$ cat src/hdl/rpsh_pkg.sv
// Shared types and constants for the route path signature hash.
// Used by every module of the block; no dependencies.
package rpsh_pkg;

    localparam int METHOD_BYTES = 4;
    localparam int HASH_W       = 64;
    localparam int HALF_W       = HASH_W / 2;
    localparam int BYTE_W       = 8;
    localparam int BUCKET_W     = 16;

    localparam logic [HASH_W-1:0] OFFSET_BASIS = 64'hcbf29ce484222325;
    localparam logic [HASH_W-1:0] MUL_HIGH     = 64'd1099511628211;
    localparam logic [HASH_W-1:0] MUL_LOW      = 64'h9e3779b185ebca87;
    localparam logic [HASH_W-1:0] FOLD_ADD     = 64'h9e3779b97f4a7c15;
    localparam logic [HASH_W-1:0] FIN_MUL1     = 64'hbf58476d1ce4e5b9;
    localparam logic [HASH_W-1:0] FIN_MUL2     = 64'h94d049bb133111eb;
    localparam logic [BYTE_W-1:0] SLASH        = 8'h2f;
    localparam logic [BUCKET_W-1:0] BUCKET_RESET = 16'd4099;

    localparam int FIN_SHIFT1 = 30;
    localparam int FIN_SHIFT2 = 27;
    localparam int FIN_SHIFT3 = 31;

    localparam int NSTEPS    = METHOD_BYTES + 3;
    localparam int STEP_W    = $clog2(NSTEPS + 1);
    localparam int STEP_PRE  = METHOD_BYTES;
    localparam int STEP_CHAR = METHOD_BYTES + 1;
    localparam int STEP_END  = METHOD_BYTES + 2;

    localparam int Q_DEPTH   = 2;
    localparam int Q_PTR_W   = $clog2(Q_DEPTH);
    localparam int Q_CNT_W   = $clog2(Q_DEPTH + 1);

    localparam int DIV_CNT_W = $clog2(HASH_W);

    typedef struct packed {
        logic [BYTE_W-1:0] method_code;
        logic [BYTE_W-1:0] path_byte;
        logic              first_byte;
        logic              last_byte;
    } t_in_word;

    typedef struct packed {
        logic [HASH_W-1:0]   signature_high;
        logic [HASH_W-1:0]   signature_low;
        logic [BUCKET_W-1:0] bucket_index;
    } t_out_word;

    typedef struct packed {
        logic [BYTE_W-1:0] method_code;
        logic [BYTE_W-1:0] path_byte;
        logic              do_method;
        logic              do_pre_slash;
        logic              do_char;
        logic              do_end_slash;
        logic              last;
    } t_cmd;

    typedef enum logic [3:0] {
        BK_IDLE,
        BK_SEL,
        BK_MIX_WAIT,
        BK_FOLD,
        BK_FIN1,
        BK_FIN1_WAIT,
        BK_FIN2,
        BK_FIN2_WAIT,
        BK_DIV,
        BK_OUT
    } t_back_state;

    typedef enum logic [1:0] {
        MP_LL,
        MP_HL,
        MP_LH
    } t_mul_phase;

endpackage

$ cat src/hdl/rpsh_queue.sv
// Short command queue between the front end and the hash engine.
// Depends on rpsh_pkg.
module rpsh_queue import rpsh_pkg::*; (
    input  logic i_clk,
    input  logic i_rst_n,
    input  logic i_push,
    input  t_cmd i_cmd,
    output logic o_ready,
    input  logic i_pop,
    output logic o_valid,
    output t_cmd o_cmd
);

    t_cmd               r_mem [Q_DEPTH];
    logic [Q_PTR_W-1:0] r_wptr;
    logic [Q_PTR_W-1:0] r_rptr;
    logic [Q_CNT_W-1:0] r_count;

    assign o_ready = r_count != Q_CNT_W'(Q_DEPTH);
    assign o_valid = r_count != '0;
    assign o_cmd   = r_mem[r_rptr];

    always_ff @(posedge i_clk) begin
        if (i_push) begin
            r_mem[r_wptr] <= i_cmd;
        end
    end

    always_ff @(posedge i_clk) begin
        if (!i_rst_n) begin
            r_wptr  <= '0;
            r_rptr  <= '0;
            r_count <= '0;
        end else begin
            if (i_push) begin
                r_wptr <= r_wptr + Q_PTR_W'(1);
            end
            if (i_pop) begin
                r_rptr <= r_rptr + Q_PTR_W'(1);
            end
            if (i_push && !i_pop) begin
                r_count <= r_count + Q_CNT_W'(1);
            end else if (!i_push && i_pop) begin
                r_count <= r_count - Q_CNT_W'(1);
            end
        end
    end

    a_no_push_full: assert property (@(posedge i_clk) disable iff (!i_rst_n)
        i_push |-> r_count != Q_CNT_W'(Q_DEPTH))
        else $error("queue push while full");

    a_no_pop_empty: assert property (@(posedge i_clk) disable iff (!i_rst_n)
        i_pop |-> r_count != '0)
        else $error("queue pop while empty");

endmodule

$ cat config.mk
export PLATFORM = sky130hd
export DESIGN_NAME = rpsh_queue
export DESIGN_NICKNAME = d
export VERILOG_FILES = /design/src/hdl/rpsh_pkg.sv /design/src/hdl/rpsh_queue.sv
export SDC_FILE = /design/constraint.sdc
export NUM_CORES = 1
export LEC_CHECK = 0
export BUFFER_PORTS_ARGS = -buffer_cell sky130_fd_sc_hd__buf_2
export CAP_MARGIN = 20
export CORE_ASPECT_RATIO = 1.75
export CORE_MARGIN = 2
export CORE_UTILIZATION = 48
export CTS_BUF_LIST = sky130_fd_sc_hd__clkbuf_8
export DETAILED_ROUTE_END_ITERATION = 10
export PLACE_DENSITY = 0.76
export SLEW_MARGIN = 20
export SYNTH_ARGS = -nofsm -noshare
export SYNTH_HDL_FRONTEND = slang
export SYNTH_SLANG_ARGS = --single-unit
$ cat constraint.sdc
create_clock -name i_clk -period 1.6 [get_ports i_clk]
set_input_delay 0.24 -clock i_clk [delete_from_list [all_inputs] [get_ports i_clk]]
set_output_delay 0.24 -clock i_clk [all_outputs]
set_load 0.01 [all_outputs]
==> reports/metrics.cfg <==
[sta]
hold_violations = 0
tightest_slew_ns = 0.321
hold_slack_ns = 0.130
timing.fmax_mhz = 657
timing.setup.tns_ns = 0
fin_crit_sh_pct = 95.1
min_period_ns = 1.52
rsz0062_at_grt = false
slew_violations = 0
fin_ws_ns = 0.0777
setup_violations = 0
max_slew_margin_pct = 78.6
fin_skew_ns = 0.00745

[cells_and_area]
syn_to_final_growth_pct = 25.5
nFillCells = 272
mostFrequentLayoutCells = buf_2, edfxtp_1, mux2_1, clkbuf_8, buf_4
mostFrequentLayoutCell = buf_2
regArea_um2 = 1360
n_antenna_cell = 0
fin_nets = 172
multi_input_area_um2 = 354
post_route_cells_drive_above_1_share_pct = 43.5

[routing]
vias = 908
detail_route.iter0.violations = 8
drt_wl_total_um = 2810
drtPass1Iterations = 3
routed_via_density = 4.73
drc = 0
ant_nets = 0
wire_per_inst_um = 14.6

[floorplanning]
start_util_pct = 50.8
io_pins = 48
num_rows = 28
core_um2 = 3400
die_x_um = 49.3
die_h_um = 83.3
die-area_um2 = 4110

[setup_path]
end_kind = output pin
start_kind = flip-flop
reg2reg_depth = 2
path_class = flip-flop to output pin
reg2reg_slack_ns = 0.37
required_ns = 1.36
crit_fanout = 5
crit_arrival_ns = 1.28

[worst_hold_path]
worstHoldPathCells = 1
hp-class = input pin to flip-flop

[cts]
cts_made_buffers = 5
cts-root-buf = clkbuf_8
clockBufferDepth = 2
clk_latency_ns = 0.29
htree_levels = 2
cts_tree = yes
cts.sinks = 47
cts.clk_slew.worst_paths_ns = 0.08

[grt]
track_usage_pct = 14.8
antenna_found_initial = 0
grt.overflow.total = 0
grt_pass1_vias = 981
grt_max_degree = 18
grt_pass1_wl_um = 4430

[yosys]
ys_ff_latch = 47
syn_nets = 113
synthCells = 87
ys_seq_area_share_pct = 78.8
syn_area_um2 = 1730
ys_types = 17
yosysWarnings = 0
syn_avg_cell_area_um2 = 19.8

[status]
outcome = completed

[place]
dp_hpwl_um = 2100
finalWeightedCongestion = 0.636
pre_cts_ws_ns = 0.271
io_buffers = 47

[power_and_ir_drop]
irDropWorstVdd_mv = 0.825
leakage_nw = 0.850
p_per_area_nw_per_um2 = 1120

[job]
max-cap-violations = 0

-- final cells by class --
class                           instances  share of cell area [%]
Sequential cell                        47                    62.9
Multi-Input combinational cell         37                    16.3
Timing Repair Buffer                   54                    13.6
Clock buffer                            6                    3.81
Tap cell                               45                    2.60
Clock inverter                          2                   0.577
Inverter                                1                   0.173
-- worst max-delay path, cell delays in order (launching register included) --
cell and delay (ns):
dfxtp_2 0.36, buf_4 0.15, mux2_1 0.33, buf_2 0.15
-- logic make-up (layout without fill, tap and decap cells) --
logic type	after synthesis	in the layout	synth area share, %
DFF	47	47	78.8
muxes	21	21	13.7
and+or+nand+nor	9	9	3.26
AOI/OAI and AO/OA	3	3	1.16
xor gates and xnor gates	3	3	1.52
buffers and inverters	3	63	0.797
adders and majority gates	1	1	0.725
-- flip-flops by register name, summed over array words and instances (netlist names), named ones only --
signal   count
r_mem       42
r_count      2
r_rptr       1
r_wptr       1
-- what timing repair did --
| item | 4_1_cts | 5_1_grt |
|---|---|---|
| gates resized for setup | 0 | 3 |
| setup buffers | 0 | 0 |
| hold buffers | 0 | 0 |
| setup endpoints to repair | 0 | 17 |
-- path summary, 6_finish.rpt --
kind,from,to
setup / recovery,flip-flop,o_cmd[10]
hold / removal,i_cmd[9],r_mem[1][9]
setup reg to reg,r_wptr,r_mem[1][5]
hold reg to reg,r_count[1],r_count[1]
-- stage by stage --
step           cells  total power, mW  area [um^2]  util, %
2_1_floorplan     87             1.61         1730        -
3_3_place_gp     184             1.74         2060     60.7
3_5_place_dp     184             1.76         2060     60.7
4_1_cts          192             2.47         2160     63.5
5_1_grt          192             2.54         2170     63.8
6_report         192             2.44         2170     63.8
-- cell usage after synthesis --
cell / instances / area share [%]
ha_1: 1 / 0.72
edfxtp_1: 42 / 73
and2_1: 4 / 1.4
o21ai_0: 1 / 0.29
buf_2: 2 / 0.58
xor2_1: 2 / 1.0
or3_1: 1 / 0.36
dfxtp_1: 5 / 5.8
or2_1: 1 / 0.36
mux2_2: 1 / 0.65
a21boi_1: 1 / 0.43
inv_1: 1 / 0.22
o21a_1: 1 / 0.43
xnor2_1: 1 / 0.51
nand2b_1: 1 / 0.36
mux2_1: 20 / 13
nor2b_1: 2 / 0.72
-- where the power goes --
group	leakage [nW]	internal, mW	switching (mW)
clock	0.0526	0.347	0.361
combinational	0.361	0.147	0.147
sequential	0.436	1.41	0.0246
total	0.850	1.91	0.532
-- routing by layer --
| metal | GRT usage, % | routed length [um] | vias up |
|---|---|---|---|
| li1 | - | - | 443 |
| met3 | 5.22 | 177 | 6 |
| met5 | 0 | 0 | - |
| met2 | 27.1 | 1600 | 29 |
| met1 | 13.6 | 980 | 430 |
| met4 | 7.79 | 53 | 0 |
Note: power is estimated with default switching activity, not from simulation.
