### config.mk
export PLATFORM = sky130hd
export DESIGN_NAME = rpsh_front
export DESIGN_NICKNAME = d
export VERILOG_FILES = /design/src/hdl/rpsh_pkg.sv /design/src/hdl/rpsh_front.sv
export SDC_FILE = /design/constraint.sdc
export NUM_CORES = 1
export LEC_CHECK = 0
export BUFFER_PORTS_ARGS = -buffer_cell sky130_fd_sc_hd__buf_2
export CELL_PAD_IN_SITES_DETAIL_PLACEMENT = 1
export CELL_PAD_IN_SITES_GLOBAL_PLACEMENT = 1
export CORE_ASPECT_RATIO = 0.7
export CORE_MARGIN = 2
export CORE_UTILIZATION = 16
export CTS_CLUSTER_DIAMETER = 100
export DETAILED_ROUTE_END_ITERATION = 8
export MAX_ROUTING_LAYER = met4
export PLACE_DENSITY_LB_ADDON = 0.1
export SLEW_MARGIN = 20
export SYNTH_ARGS = -nofsm -noshare
export SYNTH_HDL_FRONTEND = slang
export SYNTH_SLANG_ARGS = --single-unit
### constraint.sdc
create_clock -name i_clk -period 1 [get_ports i_clk]
set_input_delay 0.05 -clock i_clk [delete_from_list [all_inputs] [get_ports i_clk]]
set_output_delay 0.05 -clock i_clk [all_outputs]
set_load 0.01 [all_outputs]
### src/hdl/rpsh_pkg.sv
// Shared types and constants for the route path signature hash.
// Used by every module of the block; no dependencies.
package rpsh_pkg;

    localparam int METHOD_BYTES = 4;
    localparam int HASH_W       = 64;
    localparam int HALF_W       = HASH_W / 2;
    localparam int BYTE_W       = 8;
    localparam int BUCKET_W     = 16;

    localparam logic [HASH_W-1:0] OFFSET_BASIS = 64'hcbf29ce484222325;
    localparam logic [HASH_W-1:0] MUL_HIGH     = 64'd1099511628211;
    localparam logic [HASH_W-1:0] MUL_LOW      = 64'h9e3779b185ebca87;
    localparam logic [HASH_W-1:0] FOLD_ADD     = 64'h9e3779b97f4a7c15;
    localparam logic [HASH_W-1:0] FIN_MUL1     = 64'hbf58476d1ce4e5b9;
    localparam logic [HASH_W-1:0] FIN_MUL2     = 64'h94d049bb133111eb;
    localparam logic [BYTE_W-1:0] SLASH        = 8'h2f;
    localparam logic [BUCKET_W-1:0] BUCKET_RESET = 16'd4099;

    localparam int FIN_SHIFT1 = 30;
    localparam int FIN_SHIFT2 = 27;
    localparam int FIN_SHIFT3 = 31;

    localparam int NSTEPS    = METHOD_BYTES + 3;
    localparam int STEP_W    = $clog2(NSTEPS + 1);
    localparam int STEP_PRE  = METHOD_BYTES;
    localparam int STEP_CHAR = METHOD_BYTES + 1;
    localparam int STEP_END  = METHOD_BYTES + 2;

    localparam int Q_DEPTH   = 2;
    localparam int Q_PTR_W   = $clog2(Q_DEPTH);
    localparam int Q_CNT_W   = $clog2(Q_DEPTH + 1);

    localparam int DIV_CNT_W = $clog2(HASH_W);

    typedef struct packed {
        logic [BYTE_W-1:0] method_code;
        logic [BYTE_W-1:0] path_byte;
        logic              first_byte;
        logic              last_byte;
    } t_in_word;

    typedef struct packed {
        logic [HASH_W-1:0]   signature_high;
        logic [HASH_W-1:0]   signature_low;
        logic [BUCKET_W-1:0] bucket_index;
    } t_out_word;

    typedef struct packed {
        logic [BYTE_W-1:0] method_code;
        logic [BYTE_W-1:0] path_byte;
        logic              do_method;
        logic              do_pre_slash;
        logic              do_char;
        logic              do_end_slash;
        logic              last;
    } t_cmd;

    typedef enum logic [3:0] {
        BK_IDLE,
        BK_SEL,
        BK_MIX_WAIT,
        BK_FOLD,
        BK_FIN1,
        BK_FIN1_WAIT,
        BK_FIN2,
        BK_FIN2_WAIT,
        BK_DIV,
        BK_OUT
    } t_back_state;

    typedef enum logic [1:0] {
        MP_LL,
        MP_HL,
        MP_LH
    } t_mul_phase;

endpackage

### src/hdl/rpsh_front.sv
// Front end: accepts path words, tracks segment state, emits mix commands.
// Depends on rpsh_pkg.
module rpsh_front import rpsh_pkg::*; (
    input  logic     i_clk,
    input  logic     i_rst_n,
    input  logic     i_valid,
    input  t_in_word i_word,
    output logic     o_ready,
    input  logic     i_q_ready,
    output logic     o_push,
    output t_cmd     o_cmd
);

    logic r_inside;
    logic r_seen;
    logic n_inside;
    logic n_seen;
    logic v_inside;
    logic v_seen;

    assign o_ready = i_q_ready;
    assign o_push  = i_valid && i_q_ready;

    always_comb begin
        v_inside = i_word.first_byte ? 1'b0 : r_inside;
        v_seen   = i_word.first_byte ? 1'b0 : r_seen;
        o_cmd.method_code  = i_word.method_code;
        o_cmd.path_byte    = i_word.path_byte;
        o_cmd.do_method    = i_word.first_byte;
        o_cmd.do_pre_slash = 1'b0;
        o_cmd.do_char      = 1'b0;
        o_cmd.last         = i_word.last_byte;
        n_inside = v_inside;
        n_seen   = v_seen;
        if (i_word.path_byte == SLASH) begin
            n_inside = 1'b0;
        end else if (i_word.path_byte != '0) begin
            o_cmd.do_pre_slash = !v_inside;
            o_cmd.do_char      = 1'b1;
            n_inside = 1'b1;
            n_seen   = 1'b1;
        end
        o_cmd.do_end_slash = i_word.last_byte && !n_seen;
        if (i_word.last_byte) begin
            n_inside = 1'b0;
            n_seen   = 1'b0;
        end
    end

    always_ff @(posedge i_clk) begin
        if (!i_rst_n) begin
            r_inside <= 1'b0;
            r_seen   <= 1'b0;
        end else if (o_push) begin
            r_inside <= n_inside;
            r_seen   <= n_seen;
        end
    end

endmodule

==> results.json <==
{
  "finalCritPeriodShare_pct": 130.7,
  "ys_warn_count": 0,
  "diodes": 0,
  "startpoint_type": "input pin",
  "hold_viol": 0,
  "crit_path_end_kind": "primary output",
  "regArea_um2": 40.04,
  "grt_usage_pct": 7.891,
  "synth_seq_cells": 2,
  "cts_hold_buf": 0,
  "cts_made_buffers": 3,
  "clock_sinks": 2,
  "port_buffers": 28,
  "die_w_um": 59.02,
  "p_total_w": 0.0004121,
  "drt-pass1-iter-count": 3,
  "cts_tree": "done",
  "num_vias": 349,
  "syn-cell-area_um2": 339.1,
  "synth_enable_flop_cells": 0,
  "cts_root_buf": "clkbuf_4",
  "timing.final.ws_setup_ns": -0.3072,
  "grt_pass1_vias": 338,
  "drc": 0,
  "drv_slew": 0,
  "vdd_drop_max_mv": 0.2812,
  "drt_iter0_markers": 6,
  "htreeDepth": 1,
  "coreArea_um2": 1919,
  "multi_input_area_um2": 155.1,
  "area_growth_pct": 44.65,
  "cts_buffer_depth": 2,
  "avgRoutedWirePerCell_um": 10.53,
  "tightestPinTransition_ns": 0.3002,
  "crit_fanout": 3,
  "fin_hold_ws_ns": 0.1000,
  "stdcell_count": 88,
  "fin_worst_skew_ns": 0,
  "status": "finished with violations",
  "power_density_nw_per_um2": 840.2,
  "start_util_pct": 17.67,
  "cap_violations": 0,
  "dr_wl_met2_um": 395,
  "rsz0062_at_grt": "true",
  "grt-ovfl-total": 0,
  "min_period_ns": 1.307,
  "yosys.area.top_type_share_pct": 42.07,
  "fin_util_pct": 25.55,
  "synth_most_common_cell": "buf_4",
  "num-nets-final": 90,
  "power_leakage_nw": 0.2484,
  "yosys.area.top_type": "buf_4",
  "die_height_um": 42.52,
  "gp_congestion": 0.6718,
  "avgSynthCellArea_um2": 7.535,
  "dp_cells": 81,
  "place_hpwl_um": 752.5,
  "design_area_um2": 490.5,
  "yosysSeqAreaShare_pct": 11.81,
  "setup.worst_path.class": "input pin to primary output",
  "yosys-top-cells-count": "19 x buf_4, 4 x o21ai_0, 3 x inv_1, 3 x nor2_1",
  "grt_max_degree": 5,
  "ant_nets": 0,
  "wirelength_met1_um": 429,
  "final_layout_size_suffix_gt1_share_pct": 69.70,
  "synth_cells": 45,
  "dieArea_um2": 2509,
  "async_reset_ff_share_pct": 0,
  "top_layer": "met4",
  "post_dp_cell_area_um2": 404.1,
  "num_io_pins": 45,
  "cp.arrival_ns": 1.26,
  "syn_nets": 67,
  "n_fill_cell": 242,
  "drt_wl_total_um": 927,
  "antenna_found_initial": 0,
  "finalSetupViolCount": 3,
  "critPathRequiredTime_ns": 0.95,
  "yosysUniqueCellTypes": 17,
  "clk_latency_ns": 0.22,
  "via_per_inst": 3.966,
  "wl_met3_um": 83,
  "grt_pass1_wl_um": 1421,
  "violations": "setup timing",
  "hp-class": "input pin to primary output",
  "synth_ff_type": "dfxtp_1",
  "fp-row-count": 13,
  "fmax_ghz": 0.7650,
  "synth.area.top_cells": "buf_4 42%, dfxtp_1 12%, nor4_4 6.3%",
  "maxSlewHeadroom_pct": 79.80
}
flip-flops by register name, summed over array words and instances, names as in the netlist:
| register | count |
|---|---|
| r_seen | 1 |
| r_inside | 1 |
logic make-up after synthesis:
kind of cell / count (synthesis) / synth area share, %
simple gates: 13 / 26.20
flops: 2 / 11.81
compound gates: 8 / 16.60
buf+inv: 22 / 45.39
metrics by stage:
| step | setup TNS, ns | setup WS, ns |
|---|---|---|
| finish | -0.7811 | -0.3072 |
| global route | -0.9974 | -0.3772 |
| CTS | -0.7416 | -0.3014 |
| detailed placement | -1.012 | -0.3534 |
| global placement | -0.9800 | -0.3339 |
| floorplan | -0.1680 | -0.08434 |
final timing paths:
check	start	endpoint	slack [ns]	cells past startpoint
worst max-delay path	i_word[2]	o_cmd[3]	-0.31	6
worst min-delay path	i_word[11]	o_cmd[14]	0.10	0
worst max register to register	r_inside	r_inside	0.11	3
worst min register to register	r_seen	r_seen	0.49	2
metal layers:
metal	global-route usage, %	vias to the layer above
li1	-	175
met1	9.964	145
met2	9.333	23
met3	1.543	6
met4	9.091	0
met5	-	-
final cells by class:
cell class / instances / share of cell area (%)
well taps: 22 / 5.612
flip-flops and latches: 2 / 8.163
clock buffers: 3 / 4.592
multi-input cells: 21 / 31.63
repair buffers: 37 / 47.70
inverters: 3 / 2.296
layout by cell type, fill, tap and decap left out, types with 2 or more instances in the layout:
| cell | netlist | layout |
|---|---|---|
| buf_2 | 0 | 25 |
| buf_4 | 19 | 9 |
| o21ai_0 | 4 | 4 |
| inv_1 | 3 | 3 |
| clkbuf_4 | 0 | 3 |
| nand2_1 | 2 | 2 |
| nand3_1 | 2 | 2 |
| nor2_1 | 3 | 2 |
| buf_8 | 0 | 2 |
| dfxtp_1 | 2 | 2 |
timing repair:
item                       in CTS  in global routing
pin swaps                       2                  2
setup endpoints to repair       3                  4
gates resized for setup         6                  2
buffers inserted                3                  1
power breakdown:
group,total [W],switching (W),internal (W)
clock,0.000178,0.0000452,0.000132
combinational,0.000148,0.0000689,0.0000796
sequential,0.0000860,0.00000174,0.0000843
critical path, cell delays in order:
cell and delay [ns]:
buf_8 0.10, nor4_4 0.30, a2bb2oi_2 0.10, or4_4 0.44, and2_4 0.15, buf_6 0.11
Power figures use the tool's default switching activity.
